<file path="src/design/nkt_pkg.sv">
package nkt_pkg;

  localparam int CAPACITY    = 16;
  localparam int NAME_CHUNKS = 4;
  localparam int TYPE_CHUNKS = 3;

  localparam int SLOT_W  = 4;
  localparam int CNT_W   = 5;
  localparam int PART_W  = 2;
  localparam int QTY_W   = 16;
  localparam int CHUNK_W = 64;
  localparam int KEY_W   = NAME_CHUNKS * CHUNK_W;
  localparam int TYP_W   = TYPE_CHUNKS * CHUNK_W;
  localparam int TADDR_W = $clog2(CAPACITY * TYPE_CHUNKS);

  localparam logic [7:0] CH_UPPER_A = 8'h41;
  localparam logic [7:0] CH_UPPER_Z = 8'h5A;
  localparam logic [7:0] CH_LOWER_A = 8'h61;

  localparam logic [1:0] OP_INSERT = 2'd0;
  localparam logic [1:0] OP_REMOVE = 2'd1;
  localparam logic [1:0] OP_SEARCH = 2'd2;

  localparam logic [2:0] ST_OK        = 3'd0;
  localparam logic [2:0] ST_FULL      = 3'd1;
  localparam logic [2:0] ST_NAME_NONE = 3'd2;
  localparam logic [2:0] ST_DUP       = 3'd3;
  localparam logic [2:0] ST_TYPE_NONE = 3'd4;
  localparam logic [2:0] ST_QTY_ZERO  = 3'd5;
  localparam logic [2:0] ST_TBL_EMPTY = 3'd6;
  localparam logic [2:0] ST_NOT_FOUND = 3'd7;

  typedef struct packed {
    logic [SLOT_W-1:0] rd_addr;
    logic              wr_en;
    logic [SLOT_W-1:0] wr_addr;
    logic              wr_move;
  } lane_ctl_t;

  function automatic logic [7:0] fold_byte(input logic [7:0] b);
    logic [7:0] r;
    r = b;
    if (b >= CH_UPPER_A && b <= CH_UPPER_Z) begin
      r = b - CH_UPPER_A + CH_LOWER_A;
    end
    return r;
  endfunction

  // Bytes after the first zero byte are forced to zero; letters are folded.
  function automatic logic [KEY_W-1:0] clean_key(input logic [KEY_W-1:0] v);
    logic [KEY_W-1:0] r;
    logic             ended;
    logic [7:0]       b;
    ended = 1'b0;
    r     = '0;
    for (int k = 0; k < NAME_CHUNKS * 8; k++) begin
      b = v[k*8 +: 8];
      if (ended) begin
        b = 8'd0;
      end else if (b == 8'd0) begin
        ended = 1'b1;
      end
      r[k*8 +: 8] = fold_byte(b);
    end
    return r;
  endfunction

  function automatic logic [TYP_W-1:0] clean_type(input logic [TYP_W-1:0] v);
    logic [TYP_W-1:0] r;
    logic             ended;
    logic [7:0]       b;
    ended = 1'b0;
    r     = '0;
    for (int k = 0; k < TYPE_CHUNKS * 8; k++) begin
      b = v[k*8 +: 8];
      if (ended) begin
        b = 8'd0;
      end else if (b == 8'd0) begin
        ended = 1'b1;
      end
      r[k*8 +: 8] = b;
    end
    return r;
  endfunction

  function automatic logic [TADDR_W-1:0] typ_addr(input logic [SLOT_W-1:0] slot,
                                                  input logic [PART_W-1:0] part);
    return TADDR_W'(slot) * TADDR_W'(TYPE_CHUNKS) + TADDR_W'(part);
  endfunction

endpackage

</file>
<file path="src/design/nkt_merge.sv">
module nkt_merge
  import nkt_pkg::*;
(
  input  logic                   clk,
  input  logic                   rst_n,
  input  logic                   clr,
  input  logic                   eval,
  input  logic [NAME_CHUNKS-1:0] lane_match,
  input  logic [SLOT_W-1:0]      scan_idx,
  output logic                   hit,
  output logic                   found_r,
  output logic [SLOT_W-1:0]      found_slot_r
);

  assign hit = &lane_match;

  always_ff @(posedge clk) begin
    if (!rst_n) begin
      found_r <= 1'b0;
    end else if (clr) begin
      found_r <= 1'b0;
    end else if (eval && hit && !found_r) begin
      found_r      <= 1'b1;
      found_slot_r <= scan_idx;
    end
  end

endmodule

</file>
<file path="config.mk">
export PLATFORM = sky130hd
export DESIGN_NAME = nkt_merge
export DESIGN_NICKNAME = d
export VERILOG_FILES = /design/src/design/nkt_pkg.sv /design/src/design/nkt_merge.sv
export SDC_FILE = /design/constraint.sdc
export NUM_CORES = 1
export LEC_CHECK = 0
export BUFFER_PORTS_ARGS = -buffer_cell sky130_fd_sc_hd__buf_2
export CAP_MARGIN = 30
export CELL_PAD_IN_SITES_DETAIL_PLACEMENT = 0
export CELL_PAD_IN_SITES_GLOBAL_PLACEMENT = 1
export CORE_AREA = 8 8 45 47
export CTS_CLUSTER_SIZE = 20
export DETAILED_ROUTE_END_ITERATION = 16
export DIE_AREA = 0 0 53 55
export GPL_ROUTABILITY_DRIVEN = 0
export PLACE_DENSITY = 0.57
export SLEW_MARGIN = 20
export SYNTH_ARGS = -nofsm -noshare
export SYNTH_HDL_FRONTEND = slang
export SYNTH_SLANG_ARGS = --single-unit
</file>
<file path="constraint.sdc">
create_clock -name clk -period 2.54 [get_ports clk]
set_clock_uncertainty 0.1 [all_clocks]
set_input_delay 0.508 -clock clk [delete_from_list [all_inputs] [get_ports clk]]
set_output_delay 0.508 -clock clk [all_outputs]
set_load 0.1 [all_outputs]
</file>
### Word level (Yosys, flattened, before mapping)

Index checks and enable logic that the tools add are counted.

| storage, ports and cells | value |
|---|---|
| output and inout port bits | 6 |
| flip-flop bits (word level) | 5 |
| input bits | 12 |
| word-level logic and storage cells | 10 |

| cells by class | value |
|---|---|
| bitwise gates (word level) | 2 |
| reductions and logical operators | 6 |

Operator list:

| kind | number |
|---|---|
| 4-bit AND reduction | 1 |
| 3-bit AND reduction | 1 |
| 1-bit logical AND | 2 |
| 1-bit inverter | 2 |
| 2-bit OR reduction | 1 |
| 1-bit zero test | 1 |

### Logic depth before layout (Yosys ltp)

| depth | value |
|---|---|
| word-level depth | 4 |
| depth in mapped cells | 2 |
| depth with buffers taken out | 2 |

### Worst setup path after synthesis

Ideal clock, no wire load.

| timing | value |
|---|---|
| kind | input-to-output |
| start point | in lane_match[2] |
| end point | out hit |
| stages | 2 |
| data arrival time | 1.250 ns |
| required time | 1.932 ns |
| path slack | 0.682 ns |
| buffers on the path | 0 |
| path through | nand4_2 -> inv_1 |

| between the ends | value |
|---|---|
| cells in the longest elaborated chain, start to end | 1 |

Ends and longest elaborated chain:

| item | line | source |
|---|---|---|
| from (decl) | nkt_merge.sv:8 | `input logic [NAME_CHUNKS-1:0] lane_match,` |
| 4-bit AND reduction | nkt_merge.sv:15 | `assign hit = &lane_match;` |
| to (decl) | nkt_merge.sv:10 | `output logic hit,` |

Every way passes these cells.

### Worst setup path after layout

Same ends and word-level chain as after synthesis.

==> run metrics <==
crit path capture type output port; layout cells sized above 1 0.697; input/output buffers 17; Max-slew headroom 0.676; ANT cells 0; CTS max path bufs 2; Setup-failing EPs final 0; post-CTS sizing 0; Seq/Total Area, Yosys 0.704; VDD IR-drop max 0.201 mV; Lkg Pwr between 0.00015 and 0.0002 uW; period utilisation layout 0.726; die area ~0.0029 mm2; number of nets in the layout between 40 and 50; pwr/cell area between 600 and 700 mW/mm2; area leader, netlist edfxtp_1; dpl ws 0.682 ns; final number of max-transition violations 0; core region area 0.00138 mm2; largest net degree at the start of global routing 5; Synth Register Bits 5; GRT Total Usage 0.0516; Worst-Margin Slew slightly below 0.5 ns; crit path max fanout 3; maxcap violations 0; worst skew pair latency between 0.2 and 0.25 ns; final hold slack around 0.35 ns; Synth Instances 12; Final Hold Viols 0; mapped cell area 199 um2; type of the most critical hold path input pin to register; Rows 14; Post-Syn Nets 24; outcome complete, no violations; hpwl dp 557 um; Initial DRC Count 1; final wirelength around 630 um; setup ws final between 0.6 and 0.7 ns; DR WL/cell around 13 um; die height roughly 55 um; first-pass GRT wire length ~990 um; synth warn 0; Post-CTS Setup Bufs 0; TritonCTS Buffers 3; setup TNS 0 ns; Arr. time, crit path between 1 and 1.5 ns; Die X roughly 53 um; post-route cell area ~330 um2; post-synth top area share 0.604; Setup CP Type input pin to output port; Post-DRT Antenna Nets 0; Initial DRT Pass Iterations 2; Layout area overhead 66.0%; CTS root buf clkbuf_4; DP Area approximately 300 um2; vias in the first global route roughly 210; Crit path required time between 1.5 and 2 ns; CTS tree built; I/O Pins 18; startpoint class of the critical path input pin; total grt overflow 0; Worst-path clk slew roughly 0.050 ns; Initial Utilization 0.144; Vias/cell 3.84; CTS Hold Buffers Added 0; Sink Count 5; fin crit period about 1.8 ns; maximum clock frequency between 0.5 and 0.6 GHz; synth unique cells 8; Residual DRC 0; H-tree levels 1; via count between 150 and 200; R2R setup slack roughly 1.3 ns; syn_area_per_cell approximately 17 um2; ranking of synthesized cells by area edfxtp_1 60%, dfxtp_1 10%, nand4_2 6.3%; RSZ-0062 raised after global routing no; initial antenna violation count 0
==> Yosys cell counts, drive strengths merged <==
cell type,count
o31ai,1
nand4,1
edfxtp,4
nand2b,1
nand3b,1
dfxtp,1
nor4,1
inv,2
==> area by class of cell <==
type / count / area (um2)
clock buffers: 4 / 26.3
flip-flops and latches: 5 / 140
repair buffers: 17 / 85.1
multi-input cells: 5 / 51.3
inverters: 2 / 7.51
fillers: 155 / 1050
well taps: 16 / 20.0
==> cells by family after synthesis <==
group | after synthesis | share of synthesized area
AO/OA/AOI/OAI | 1 | 0.0629
AND/OR/NAND/NOR | 4 | 0.195
buffers and inverters | 2 | 0.0377
flip-flops | 5 | 0.704
==> placed cells by master, fill, tap and decap left out <==
cell type and count:
buf_2 17, clkbuf_1 1, clkbuf_4 3, dfxtp_1 1, edfxtp_1 4, inv_1 2, nand2b_1 1, nand3b_1 1
nand4_2 1, nor4_2 1, o31ai_2 1
==> worst paths after layout <==
| path | startpoint | endpoint | cells past startpoint |
|---|---|---|---|
| worst max register to register | found_r | found_slot_r[2] | 1 |
| worst min register to register | found_r | found_r | 2 |
| worst max-delay path | lane_match[2] | hit | 4 |
| worst min-delay path | scan_idx[1] | found_slot_r[1] | 1 |
==> worst max-delay path, stage by stage <==
cell and delay (ns):
buf_2 0.08, nand4_2 0.14, inv_1 0.08, buf_2 0.42
==> flip-flops by register name, summed over array words and instances (netlist names) <==
name          cells
found_slot_r      4
found_r           1
==> through the flow <==
step	utilization	power [uW]	std cells
after global placement	0.220	111	45
after floorplan	-	101	12
after detailed placement	0.220	112	45
after CTS	0.239	209	49
final	0.239	203	49
after global routing	0.239	217	49
==> per-layer routing <==
layer	vias to the layer above	global-route usage	wire length, um
met2	18	0.0684	247
met1	82	0.0478	273
met3	0	0.0508	111
met4	0	0.0388	0
li1	88	-	-
met5	-	0	0
==> power by group <==
part	leakage, uW	internal (uW)	switching (uW)
Sequential	0.0000440	89.2	0.202
Combinational	0.0000979	7.88	12.8
Clock	0.0000150	59.4	33.2
(Power assumes the default switching activity.)
