$ cat config.mk
export PLATFORM = sky130hd
export DESIGN_NAME = nkt_lane
export DESIGN_NICKNAME = d
export VERILOG_FILES = /design/src/design/nkt_pkg.sv /design/src/design/nkt_lane.sv
export SDC_FILE = /design/constraint.sdc
export NUM_CORES = 1
export LEC_CHECK = 0
export CORE_ASPECT_RATIO = 1.2
export CORE_MARGIN = 4
export CORE_UTILIZATION = 68
export DETAILED_ROUTE_END_ITERATION = 16
export DONT_BUFFER_PORTS = 1
export MAX_ROUTING_LAYER = met4
export PLACE_DENSITY = 0.9
export SLEW_MARGIN = 0
export SYNTH_ARGS = -nofsm -noshare
export SYNTH_HDL_FRONTEND = slang
export SYNTH_SLANG_ARGS = --single-unit
$ cat constraint.sdc
create_clock -name clk -period 15.6 [get_ports clk]
set_clock_uncertainty 0.2 [all_clocks]
set_input_delay 3.12 -clock clk [delete_from_list [all_inputs] [get_ports clk]]
set_output_delay 3.12 -clock clk [all_outputs]
set_load 0.01 [all_outputs]
$ cat src/design/nkt_pkg.sv
package nkt_pkg;

  localparam int CAPACITY    = 16;
  localparam int NAME_CHUNKS = 4;
  localparam int TYPE_CHUNKS = 3;

  localparam int SLOT_W  = 4;
  localparam int CNT_W   = 5;
  localparam int PART_W  = 2;
  localparam int QTY_W   = 16;
  localparam int CHUNK_W = 64;
  localparam int KEY_W   = NAME_CHUNKS * CHUNK_W;
  localparam int TYP_W   = TYPE_CHUNKS * CHUNK_W;
  localparam int TADDR_W = $clog2(CAPACITY * TYPE_CHUNKS);

  localparam logic [7:0] CH_UPPER_A = 8'h41;
  localparam logic [7:0] CH_UPPER_Z = 8'h5A;
  localparam logic [7:0] CH_LOWER_A = 8'h61;

  localparam logic [1:0] OP_INSERT = 2'd0;
  localparam logic [1:0] OP_REMOVE = 2'd1;
  localparam logic [1:0] OP_SEARCH = 2'd2;

  localparam logic [2:0] ST_OK        = 3'd0;
  localparam logic [2:0] ST_FULL      = 3'd1;
  localparam logic [2:0] ST_NAME_NONE = 3'd2;
  localparam logic [2:0] ST_DUP       = 3'd3;
  localparam logic [2:0] ST_TYPE_NONE = 3'd4;
  localparam logic [2:0] ST_QTY_ZERO  = 3'd5;
  localparam logic [2:0] ST_TBL_EMPTY = 3'd6;
  localparam logic [2:0] ST_NOT_FOUND = 3'd7;

  typedef struct packed {
    logic [SLOT_W-1:0] rd_addr;
    logic              wr_en;
    logic [SLOT_W-1:0] wr_addr;
    logic              wr_move;
  } lane_ctl_t;

  function automatic logic [7:0] fold_byte(input logic [7:0] b);
    logic [7:0] r;
    r = b;
    if (b >= CH_UPPER_A && b <= CH_UPPER_Z) begin
      r = b - CH_UPPER_A + CH_LOWER_A;
    end
    return r;
  endfunction

  // Bytes after the first zero byte are forced to zero; letters are folded.
  function automatic logic [KEY_W-1:0] clean_key(input logic [KEY_W-1:0] v);
    logic [KEY_W-1:0] r;
    logic             ended;
    logic [7:0]       b;
    ended = 1'b0;
    r     = '0;
    for (int k = 0; k < NAME_CHUNKS * 8; k++) begin
      b = v[k*8 +: 8];
      if (ended) begin
        b = 8'd0;
      end else if (b == 8'd0) begin
        ended = 1'b1;
      end
      r[k*8 +: 8] = fold_byte(b);
    end
    return r;
  endfunction

  function automatic logic [TYP_W-1:0] clean_type(input logic [TYP_W-1:0] v);
    logic [TYP_W-1:0] r;
    logic             ended;
    logic [7:0]       b;
    ended = 1'b0;
    r     = '0;
    for (int k = 0; k < TYPE_CHUNKS * 8; k++) begin
      b = v[k*8 +: 8];
      if (ended) begin
        b = 8'd0;
      end else if (b == 8'd0) begin
        ended = 1'b1;
      end
      r[k*8 +: 8] = b;
    end
    return r;
  endfunction

  function automatic logic [TADDR_W-1:0] typ_addr(input logic [SLOT_W-1:0] slot,
                                                  input logic [PART_W-1:0] part);
    return TADDR_W'(slot) * TADDR_W'(TYPE_CHUNKS) + TADDR_W'(part);
  endfunction

endpackage

$ cat src/design/nkt_lane.sv
module nkt_lane
  import nkt_pkg::*;
(
  input  logic               clk,
  input  lane_ctl_t          ctl,
  input  logic [CHUNK_W-1:0] key_chunk,
  output logic               match
);

  logic [CHUNK_W-1:0] mem [CAPACITY];
  logic [CHUNK_W-1:0] rd_data_r;

  // A move writes back the slice this lane read in the cycle before.
  always_ff @(posedge clk) begin
    if (ctl.wr_en) begin
      mem[ctl.wr_addr] <= ctl.wr_move ? rd_data_r : key_chunk;
    end
    rd_data_r <= mem[ctl.rd_addr];
  end

  assign match = (rd_data_r == key_chunk);

endmodule

# After elaboration in Yosys (flattened, before gate mapping)
# Memory sizes are Yosys's and may differ from the RTL's. A register that Yosys moved wholly into a read port is not among the register bits.
# Index checks and enable logic that the tools add are counted.
# Widths: inputs -> output; s select.
dict set report word_totals {
  ff_bits 0
  mem_bits_rw 1024
  out_inout_bits 1
  wordCells 5
  memories 1
}
# name depth width read_ports rd_ports_with_merged_regs wr line
set memory_table {}
lappend memory_table {mem 16 64 1 1 1 nkt_lane.sv:10} ;# logic [CHUNK_W-1:0] mem [CAPACITY];
dict set report classes {
  n_eq_ne 1
  mux 3
}
# cell count
set ops {}
lappend ops {{$eq 64x64->1} 1}
lappend ops {{$mux 64} 1}
lappend ops {{$mux 1} 2}

# Depth between registers and ports, before layout
dict set report logic_depth {
  word_depth 2
  ltp_mapped 6
  ltp_nobuf 4
}

# Least setup slack after synthesis
# Ideal clock, no wire load.
dict set report synth_path {
  path_type {input to register}
  from {input port ctl[3] in the netlist's numbering}
  to {memory mem[0][0] (enable)}
  setup_time_ns 0.565
  t_arrival_ns 7.983
  slack_ns 6.851
  cell_stages 2
  path_buffers 0
  cell_sequence {or3b_2 nor3_1}
}
# element line
set synth_rtl {}
lappend synth_rtl {{from (decl)} nkt_lane.sv:5} ;# input lane_ctl_t ctl,
lappend synth_rtl {{to (decl)} nkt_lane.sv:10}
# Straight into the memory's write port.

# Worst setup path in the final report
dict set report layout_path {
  from {input port key_chunk[44]}
  to {output port match}
}
dict set report layout_between {
  elab_chain_cells 1
}
# element line
set layout_rtl {}
lappend layout_rtl {{from (decl)} nkt_lane.sv:6} ;# input logic [CHUNK_W-1:0] key_chunk,
lappend layout_rtl {{$eq 64x64->1} nkt_lane.sv:21} ;# assign match = (rd_data_r == key_chunk);
lappend layout_rtl {{to (decl)} nkt_lane.sv:7} ;# output logic match
# Every way passes these cells.

==> metrics.txt <==
Iter 0 DRT Violations=about 3700; IO Port Bufs=0; DR WL met3=12720 µm; vias in the first global route=21117; Detailed Routing Iterations Pass 1=8; DRC Markers=0; Initial Utilization=68.70%; worst IR drop on VDD=94.22 µV; largest net degree at the start of global routing=about 260; area of the core=0.05971 mm²; clk_lat worst skew=0.67 ns; worst path cell trace=xor2_1, nor4_1, nand4_1, nor4_1, buf_4; CP Class=in -> out; post-route clock period utilization=56.14%; status=finished, final reports clean; final core area utilization=75.36%; top-area cell type share of the netlist area=~75%; # IOs=76; Top delay family on crit path=simple AND/OR/NAND/NOR gates; WL met1=33070 µm; Reg area=0.03203 mm²; post-synthesis compound-gate area fraction=2.342%; routed wl met2=between 50000 and 60000 µm; Die W=232.2 µm; asr flop ratio synth=0%; clk sinks=1088; Final Hold Vio Count=0; worst path bufs/invs=1; DRT antenna net count=0; number of max-cap violations=0; post-synthesis cell count=about 1800; post-cts resize count=0; Vias=approximately 20000; pwr/cell area=around 130 mW/mm²; FF+latch count, synth=1088; CTS clk-pin slew, worst paths=0.06 ns; highest routed metal layer=met4; CTS tree=done; top post-synthesis cells by area=edfxtp_1, mux4_2, dfxtp_1; max_slew headroom=16.82%; final net count=1909; H-Tree Level Count=3; slowest CP cell=nor4_1; clk root buf=clkbuf_16; multi-input combinational cell area=0.008647 mm²; Setup violations, final=0; Max Buffers Root-to-Sink=3; pre-CTS setup slack=roughly 7.1 ns; Design Area, Final=0.04500 mm²; Post-synth EDFFs=1024; synth cell count leaders=edfxtp_1, mux4_2, a22oi_1; Top cell by count, worst path=nor4_1; Post CTS Setup Buffer Count=0; WL/cell=roughly 38 µm; setup TNS=0 ns; GRT Total Usage=approximately a third; max incr delay on CP=1.00 ns; final worst path period need=approximately 8.8 ns; sequential area share after synthesis=between 70% and 80%; Max Slew Vio Count=0; Adder-Cell Fraction of Synth Area=0%; worst-margin pin slew=1.236 ns; startpoint types=primary input; syn_nets=1878; area delta synth->final=9.689%; largest fanout on the critical path=2; GRT overflow=0; Min Hold Slack=about 0.47 ns; Post-Synth Simple-Gate Area=1.229%; Vias/cell=7.472; cell area after synthesis=just over 0.04 mm²; post-synthesis mux area share=15.81%; largest family of logic cells by synthesized area=multiplexers; Avg Synthesized Cell Area=around 23 µm²; RSZ-0062 raised after global routing=false; global placement routability congestion=0.7804; Max Fclk=about 110 MHz; post-synthesis xor/xnor area fraction=1.366%; number of cell rows=98; hold_buf cts=0; post-place instance area=approximately 0.042 mm²; wire length of the first global-routing pass=between 150000 and 200000 µm; Num CTS Buffers=93; antenna violations before repair=5; Main synth FF type=edfxtp_1; top-count cell post-synth=edfxtp_1; P_leak=about 0.014 µW; Yosys Warn Count=0; library cells used by synthesis=22; Hold Path Class=reg -> reg; CP Data Required Time=12.28 ns; Final WS setup=6.842 ns; fraction of layout cells with a size suffix above 1=between 20% and 30%; Worst EP arrival=around 5.4 ns; Synth area leader=edfxtp_1; Layout fillers=2802; Die Height=277.1 µm; final wirelength=roughly 100000 µm; die footprint=0.06434 mm²; Crit. End Element=output pin; Final HPWL DP=47700 µm
-- where the power goes --
part / total [µW] / switching, µW / internal (µW)
registers: 3320 / 27.7 / 3300
clock network: 2390 / 1070 / 1330
logic: 303 / 190 / 113
-- flip-flops by register name, summed over array words and instances, names as in the netlist --
| name | cells |
|---|---|
| rd_data_r | 64 |
| mem | 1024 |
-- logic make-up (layout without fill, tap and decap cells) --
group / count (synthesis) / in the layout
other: 0 / 9
AOI/OAI and AO/OA: 128 / 128
xor gates and xnor gates: 64 / 64
buffers and inverters: 91 / 202
DFF: 1088 / 1088
and+or+nand+nor: 112 / 112
muxes: 320 / 320
-- layout make-up --
type / instances / area share [%]
multi-input cells: 624 / 19.22
repair buffers: 27 / 0.4504
clock inverters: 54 / 1.201
well taps: 800 / 2.224
diodes: 9 / 0.05005
clock buffers: 121 / 5.678
flip-flops and latches: 1088 / 71.18
-- per-layer routing --
metal / up-vias / GRT usage (%)
met5: - / -
met4: 0 / 16.45
met3: 343 / 7.418
met2: 1803 / 53.60
met1: 10513 / 44.26
li1: 7686 / -
-- through the flow --
stage	total power [µW]	instances
4_1_cts	6014	2714
2_1_floorplan	3602	1803
3_3_place_gp	3642	2539
6_report	6019	2723
3_5_place_dp	3668	2539
5_1_grt	6170	2721
-- final timing paths --
| kind | endpoint | startpoint | slack, ns | depth (start not counted) |
|---|---|---|---|---|
| setup / recovery | match | key_chunk[44] | 6.84 | 5 |
| hold / removal | rd_data_r[25]$_DFF_P_ | mem[10][25]$_DFFE_PP_ | 0.47 | 3 |
| setup reg to reg | rd_data_r[44]$_DFF_P_ | mem[15][44]$_DFFE_PP_ | 13.86 | 3 |
| hold reg to reg | rd_data_r[25]$_DFF_P_ | mem[10][25]$_DFFE_PP_ | 0.47 | 3 |
-- worst min-delay path, stage by stage (launching register included) --
cell      delay [ns]
edfxtp_1        0.31
mux4_2          0.22
a22oi_1         0.05
nand2_1         0.06
-- cells in the final DEF, fill, tap and decap left out --
cell,synthesis,routed
nand2b_1,2,2
inv_6,0,5
and2_4,0,1
nor3_2,0,4
nand2_1,65,65
mux4_2,256,256
clkbuf_1,42,18
clkinv_2,0,19
or3b_2,1,1
nor4_1,17,17
buf_4,6,27
nor2b_4,0,2
nand4_1,4,4
bufinv_16,0,10
clkinv_1,0,13
nor2_4,0,13
nand3_1,1,1
a22oi_1,128,128
dfxtp_1,64,64
mux2_2,64,64
diode_2,0,9
edfxtp_1,1024,1024
clkbuf_16,0,95
nand3b_1,2,2
clkbuf_8,0,8
clkinvlp_4,0,7
xor2_1,64,64
(Power assumes the default switching activity.)
